<file path="src/sv/rgblur_pkg.sv">
// ----------------------------------------------------------------------------
// rgblur_pkg
// Shared types, widths and constants for the region gaussian blur.
// ----------------------------------------------------------------------------
package rgblur_pkg;

    localparam int COL_W    = 11;
    localparam int ROW_W    = 11;
    localparam int INROW_W  = 12;
    localparam int PIX_W    = 24;
    localparam int CH_W     = 8;
    localparam int NCH      = 3;
    localparam int WT_W     = 16;
    localparam int MOD_W    = 4;
    localparam int SUM_W    = 28;   // vertical sum of up to 15 rows
    localparam int HPROD_W  = SUM_W + WT_W;
    localparam int ACC_W    = 48;
    localparam int CFG_W    = 22;
    localparam int ADDR_W   = 3;

    localparam logic [INROW_W-1:0] ROW_CAP  = 12'd4095;
    localparam logic [ROW_W-1:0]   MAX_ROWS = 11'd1024;

    // register indexes
    localparam logic [ADDR_W-1:0] REG_IMAGE_COLS   = 3'd0;
    localparam logic [ADDR_W-1:0] REG_IMAGE_ROWS   = 3'd1;
    localparam logic [ADDR_W-1:0] REG_COL_RANGE    = 3'd2;
    localparam logic [ADDR_W-1:0] REG_ROW_RANGE    = 3'd3;
    localparam logic [ADDR_W-1:0] REG_CENTER_WT    = 3'd4;
    localparam logic [ADDR_W-1:0] REG_WEIGHT_ONE   = 3'd5;
    localparam logic [ADDR_W-1:0] REG_WEIGHT_TWO   = 3'd6;
    localparam logic [ADDR_W-1:0] REG_WEIGHT_THREE = 3'd7;

    localparam logic [WT_W-1:0] RST_W0 = 16'd9381;
    localparam logic [WT_W-1:0] RST_W1 = 16'd9376;
    localparam logic [WT_W-1:0] RST_W2 = 16'd9362;
    localparam logic [WT_W-1:0] RST_W3 = 16'd9339;

    typedef struct packed {
        logic [WT_W-1:0] w3;
        logic [WT_W-1:0] w2;
        logic [WT_W-1:0] w1;
        logic [WT_W-1:0] w0;
    } weights_t;

    // column token walking down the row cells
    typedef struct packed {
        logic                          valid;
        logic                          first;
        logic                          last;
        logic                          center_col;
        logic                          col_ok;
        logic [MOD_W-1:0]              tap_dist;
        logic [COL_W-1:0]              col;
        logic [NCH-1:0][SUM_W-1:0]     sum;
        logic [PIX_W-1:0]              center;
    } tok_t;

    typedef struct packed {
        logic                          done;
        logic [NCH-1:0][ACC_W-1:0]     acc;
        logic [PIX_W-1:0]              center;
    } hacc_res_t;

    function automatic logic [WT_W-1:0] weight_sel(weights_t w, logic [MOD_W-1:0] tap_dist);
        logic [WT_W-1:0] r;
        case (tap_dist)
            4'd0:    r = w.w0;
            4'd1:    r = w.w1;
            4'd2:    r = w.w2;
            4'd3:    r = w.w3;
            default: r = '0;
        endcase
        return r;
    endfunction

endpackage

</file>
<file path="src/sv/rgblur_hacc.sv">
// ----------------------------------------------------------------------------
// rgblur_hacc
// Horizontal weighting and accumulation of column sums from the cell row.
// ----------------------------------------------------------------------------
module rgblur_hacc (
    input  logic                   aclk,
    input  logic                   aresetn,
    input  rgblur_pkg::weights_t   wts,
    input  rgblur_pkg::tok_t       tok,
    output rgblur_pkg::hacc_res_t  res
);
    import rgblur_pkg::*;

    logic [NCH-1:0][HPROD_W-1:0] prod_reg;
    logic [NCH-1:0][ACC_W-1:0]   acc_reg;
    logic                        vp_reg, done_reg;
    logic                        first_reg, last_reg, cc_reg;
    logic [PIX_W-1:0]            cpix_reg, center_reg;
    logic [WT_W-1:0]             w;

    assign w = weight_sel(wts, tok.tap_dist);

    always_ff @(posedge aclk) begin
        for (int ch = 0; ch < NCH; ch++) begin
            prod_reg[ch] <= tok.sum[ch] * w;
        end
        first_reg <= tok.first;
        last_reg  <= tok.last;
        cc_reg    <= tok.center_col;
        cpix_reg  <= tok.center;
        if (vp_reg) begin
            for (int ch = 0; ch < NCH; ch++) begin
                acc_reg[ch] <= (first_reg ? ACC_W'(0) : acc_reg[ch]) + ACC_W'(prod_reg[ch]);
            end
            if (cc_reg) begin
                center_reg <= cpix_reg;
            end
        end
    end

    always_ff @(posedge aclk) begin
        if (!aresetn) begin
            vp_reg   <= 1'b0;
            done_reg <= 1'b0;
        end else begin
            vp_reg   <= tok.valid;
            done_reg <= vp_reg && last_reg;
        end
    end

    assign res.done   = done_reg;
    assign res.acc    = acc_reg;
    assign res.center = center_reg;

endmodule

</file>
<file path="config.mk">
export PLATFORM = sky130hd
export DESIGN_NAME = rgblur_hacc
export DESIGN_NICKNAME = d
export VERILOG_FILES = /design/src/sv/rgblur_pkg.sv /design/src/sv/rgblur_hacc.sv
export SDC_FILE = /design/constraint.sdc
export NUM_CORES = 2
export LEC_CHECK = 0
export ABC_AREA = 1
export ABC_CLOCK_PERIOD_IN_PS = 9700
export BUFFER_PORTS_ARGS = -buffer_cell sky130_fd_sc_hd__buf_2
export CAP_MARGIN = 15
export CELL_PAD_IN_SITES_DETAIL_PLACEMENT = 1
export CELL_PAD_IN_SITES_GLOBAL_PLACEMENT = 1
export CORE_MARGIN = 1.5
export CORE_UTILIZATION = 40
export CTS_CLUSTER_DIAMETER = 200
export DETAILED_ROUTE_END_ITERATION = 10
export PLACE_DENSITY_LB_ADDON = 0.1
export SYNTH_ARGS = -nofsm -noshare
export SYNTH_HDL_FRONTEND = slang
export SYNTH_SLANG_ARGS = --single-unit
</file>
<file path="constraint.sdc">
create_clock -name aclk -period 9.7 [get_ports aclk]
set_input_delay 0.97 -clock aclk [delete_from_list [all_inputs] [get_ports aclk]]
set_output_delay 0.97 -clock aclk [all_outputs]
set_load 0.005 [all_outputs]
</file>
Word-level counts from Yosys, hierarchy flattened --
Cells that the tools add are included. Widths: inputs -> output; s select.
Word-level totals: bits in registers 329, input bits 194, output and inout bits 169
Cells by class: add/subtract/negate cells 3, multiply operators 3, equal/unequal tests 3, muxes and demuxes 4, reduce and logical (&&, ||, !) cells 3
Operators by type and width (count):
- $add 48x44->48 | 3
- $mux 48 | 3
- $mul 28x16->44 | 3
- $pmux 16 s4 | 1
- $eq 4x2->1 const B | 2
- $eq 4x1->1 const B | 1
- $logic_not 4->1 | 1
- $reduce_and 2->1 | 1
- $logic_and 1x1->1 | 1

Depth between registers and ports, before layout --
depth after elaboration 3, depth in mapped cells 33

Least setup slack after synthesis --
No wires, ideal clock.
path kind input to register, start input port tok[122] (netlist name), end register prod_reg[34] (netlist name), setup time 0.112 ns, arrival 6.277 ns, data required time 9.588 ns, slack 3.310 ns, cell stages on the path 28, path buffers 3, cell sequence nor2_4 -> buf_4 -> nand3_1 -> o21ai_1 -> nor2_4 -> inv_2 -> buf_4 -> buf_4 -> nand2_1 -> fa_1 -> fa_1 -> fa_1 -> fa_1 -> inv_1 -> fa_1 -> inv_1 -> fa_1 -> inv_1 -> ha_1 -> nand2_1 -> nor2_1 -> nand2_1 -> nor2_1 -> nand2_1 -> nand3_1 -> nand2_1 -> nand3_1 -> nand2_1
Between the ends: cells in the longest elaborated chain, start to end 3, elaborated cells between the ends (all ways) 6, classes of those cells mul: 1; eq/ne: 3; mux: 1; reduce/logical: 1
Ends and longest elaborated chain:
- from (decl) | RTL line rgblur_hacc.sv:9 | input rgblur_pkg::tok_t tok,
- $eq 4x2->1 (tied with other cells) | RTL line rgblur_pkg.sv:67 | case (tap_dist)
- $pmux 16 s4 * | RTL line rgblur_pkg.sv:67
- $mul 28x16->44 * | RTL line rgblur_hacc.sv:25 | prod_reg[ch] <= tok.sum[ch] * w;
- to (signal, indexed assignment) | RTL line rgblur_hacc.sv:25
- to (decl) | RTL line rgblur_hacc.sv:14 | logic [NCH-1:0][HPROD_W-1:0] prod_reg;
Mark *: on every way between the ends. The rest lies on a longest branch, timed or not. A chain may end at the register's enable or synchronous reset.

Final worst setup path --
start input port tok[122] (netlist name), end register prod_reg[35] (netlist name)
The elaborated chain is that of the path after synthesis.

==> summary.txt <==
Synth
  – Post-Synth Adder-Cell Area: 41.6%
  – Syn_nets: 11.2k
  – Syn_area_per_cell: 7.08 um^2
  – Synth cell count leaders: 2842 x nand2_1, 2451 x inv_1, 1108 x nor2_1
  – Largest family of logic cells by synthesized area: adder cells
  – Mapped cell area: 66900 um^2
  – Ys async rst share: 0%
  – Count of cell types in the netlist: 35
  – Mux contribution to synthesized area: 0%
  – Most common cell in the netlist: nand2_1
  – Compound-Gate Fraction of Synth Area: 2.21%
  – Yosys top cell area share: 32.6%
  – Leading post-synthesis cells by cell area: fa_1 33%, nand2_1 16%, inv_1 14%
  – Synth Area in Simple Gates: 26.0%
  – Post-synthesis sequential area ratio: 12.4%
  – Synth Area in XOR/XNOR: 2.00%
  – Syn. warnings: 0
  – Post-synth EDFFs: 168
  – Dominant synthesized flop cell: edfxtp_1
  – Cells after Synth: 9446
  – Seq cells post-synth: 329
  – Synth area leader: fa_1

Setup path
  – Worst endpoint required time: 10.19 ns
  – Slowest-stage cell, CP: nor2_4
  – CP max stage delay: 0.55 ns
  – Worst reg-to-reg setup slack: 5.26 ns
  – CP Launch Type: input port
  – CP endpoint kind: register
  – Worst EP arrival: 8.76 ns
  – Worst path buffer plus inverter count: 9
  – Reg-to-Reg End: res[106]
  – Crit path max-delay family: adder cells
  – Crit Path Max Fanout: 34
  – CP Class: in2reg
  – R2R cell count: 13
  – Worst r2r src: first_reg

Power
  – LEAKAGE: 40.0 nW
  – Worst VDD drop: 0.138 mV
  – Seq pwr share: 18.0%
  – Clock Power Share: 13.1%
  – Internal power: 6.14 mW
  – Sw power: 7.29 mW
  – Sw frac: 54.3%
  – Pwr Density: 186 nW/um^2
  – Total power: 13.4 mW
  – Combinational power share: 68.8%

Die
  – Die area: 170000 um^2
  – Core ar.: 166000 um^2
  – Die width: 412 um
  – Initial Utilization: 40.4%
  – # IOs: 363
  – Row cnt: 149
  – Die Ht: 412 um

CTS
  – Clk slew on worst S/H paths: 0.06 ns
  – Total setup buffers inserted after CTS: 0
  – Hold Buf Count CTS: 0
  – CTS tree: yes
  – Number of CTS-inserted buffers: 43
  – H-Tree Depth: 2
  – Clock Path Buffers: 3
  – CTS resizes: 0
  – Clock Latency Late Sink: 0.65 ns
  – Clock sinks: 329
  – Root Driver: clkbuf_16

Global routing
  – Via count of the first global-routing pass: 64.3k
  – Initial antenna violation count: 27
  – All-Layer GR Usage: 28.9%
  – Overflow after GRT: 0
  – Largest net degree at the start of global routing: 110
  – First-pass GRT wire length: 375000 um

Drt
  – Drt total wl: 242000 um
  – DR iter-0 viols: 3182
  – Post-route DRC: 0
  – Drt wl/cell: 20.3 um
  – Drt pass-1 iters: 7
  – Via count: 59.1k
  – Avg Vias per Cell: 4.97
  – Routed Antenna Nets: 0

Run status
  – Status: complete, no violations

Timing
  – Setup Skew: 0.0410 ns
  – RSZ-0062 raised after global routing: false
  – Total negative setup slack: 0 ns
  – Fin crit period: 8.27 ns
  – Slew Viols, Final: 0
  – Final Setup Violations: 0
  – Post-route clock period utilization: 85.3%
  – Fin. Hold Viols: 0
  – Slew HR: 28.9%
  – Least-Margin Pin Slew: 1.07 ns
  – Max Clk Rate: 121 MHz

Finish
  – Layout cell share with drive strength beyond 1: 5.97%
  – Max reg flops: 144
  – FF/Latch Area: 8280 um^2
  – Multi-input combinational cell area: 48000 um^2
  – Nets: 11.4k
  – Layout fillers: 21.3k
  – Area growth syn-to-layout: 7.83%

Worst hold path
  – Hold path endpoint: center_reg[0]
  – Hold Crit Depth: 0
  – Hold_sp: cpix_reg[0]
  – Worst Hold Class: reg2reg

Job
  – Max Cap Viol: 0

Placement
  – PortBufs: 350
  – Hpwl dp: 202000 um
  – Final GP Congestion: 0.938
-- cell families (layout without fill, tap and decap cells) --
group,count (synthesis),in the layout
AO/OA/AOI/OAI,277,277
XOR/XNOR,153,153
adder cells (fa/ha/maj),1569,1569
buffers and inverters,2716,2962
flip-flops,329,329
other,0,11
AND/OR/NAND/NOR,4402,4402
-- per-layer routing --
metal	up-vias	wire, um	global-route usage, %
li1	27619	-	-
met1	29740	111000	39.6
met2	1406	111000	47.8
met3	350	12000	3.56
met4	14	7840	8.63
met5	-	107	0
-- worst max-delay path by stage --
stage | startpoint | to | depth (start not counted)
floorplan | tok[122] | prod_reg[34] | 28
global route | tok[122] | prod_reg[43] | 31
global placement | tok[122] | prod_reg[43] | 30
CTS | tok[122] | prod_reg[35] | 30
detailed placement | tok[122] | prod_reg[43] | 30
finish | tok[122] | prod_reg[35] | 30
-- per-stage QoR --
step                setup WS (ns)  instance area (um^2)  std cells  hold WS (ns)  util, %
floorplan                    3.31                 66900       9446         0.386        -
global placement            0.915                 70600      11801         0.386     42.6
detailed placement          0.810                 70600      11801         0.391     42.6
CTS                          1.46                 72100      11881         0.375     43.5
global route                0.907                 72100      11887         0.393     43.5
finish                       1.43                 72100      11892         0.402     43.6
-- power by group through the flow --
stage / Sequential, mW / Clock (mW) / Combinational, mW
3_3_place_gp: 2.43 / 0 / 9.04
6_report: 2.42 / 1.76 / 9.25
4_1_cts: 2.41 / 1.81 / 9.34
2_1_floorplan: 2.23 / 0 / 6.17
3_5_place_dp: 2.44 / 0 / 9.27
5_1_grt: 2.44 / 1.85 / 10.5
-- worst reg2reg max path, cell delays in order, from the launching register on --
cell     delay, ns
dfxtp_4       0.66
buf_4         0.66
buf_4         0.76
nor2_1        0.20
ha_1          0.38
nand2_1       0.12
nor2_1        0.38
nand3_1       0.15
nand3_1       0.33
nand2_1       0.10
nand2_1       0.17
nand2_1       0.15
nand3_1       0.11
nand2_1       0.05
-- placed cells by master (no fill, tap or decap), types with 8 or more instances in the layout --
| master | count |
|---|---|
| a21oi_1 | 174 |
| a31oi_1 | 15 |
| and2_1 | 10 |
| buf_2 | 350 |
| buf_4 | 37 |
| clkbuf_16 | 45 |
| clkinv_1 | 23 |
| dfxtp_1 | 159 |
| diode_2 | 11 |
| edfxtp_1 | 168 |
| fa_1 | 1089 |
| ha_1 | 480 |
| inv_1 | 2451 |
| inv_2 | 15 |
| nand2_1 | 2842 |
| nand3_1 | 268 |
| nand4_1 | 32 |
| nor2_1 | 1107 |
| nor2_2 | 49 |
| nor2_4 | 25 |
| nor3_1 | 46 |
| o21ai_0 | 43 |
| o21ai_1 | 21 |
| o21ai_2 | 8 |
| o21bai_1 | 16 |
| or2_2 | 8 |
| xnor2_1 | 28 |
| xor2_1 | 125 |
-- cell type report --
cell class                      count  share of cell area (%)
Antenna cell                       11                  0.0382
Multi-Input combinational cell   6401                    66.6
Tap cell                         2189                    3.80
Inverter                         2488                    13.0
Sequential cell                   329                    11.5
Clock buffer                       51                    1.63
Clock inverter                     29                   0.477
Timing Repair Buffer              394                    3.01
(Power assumes the default switching activity.)
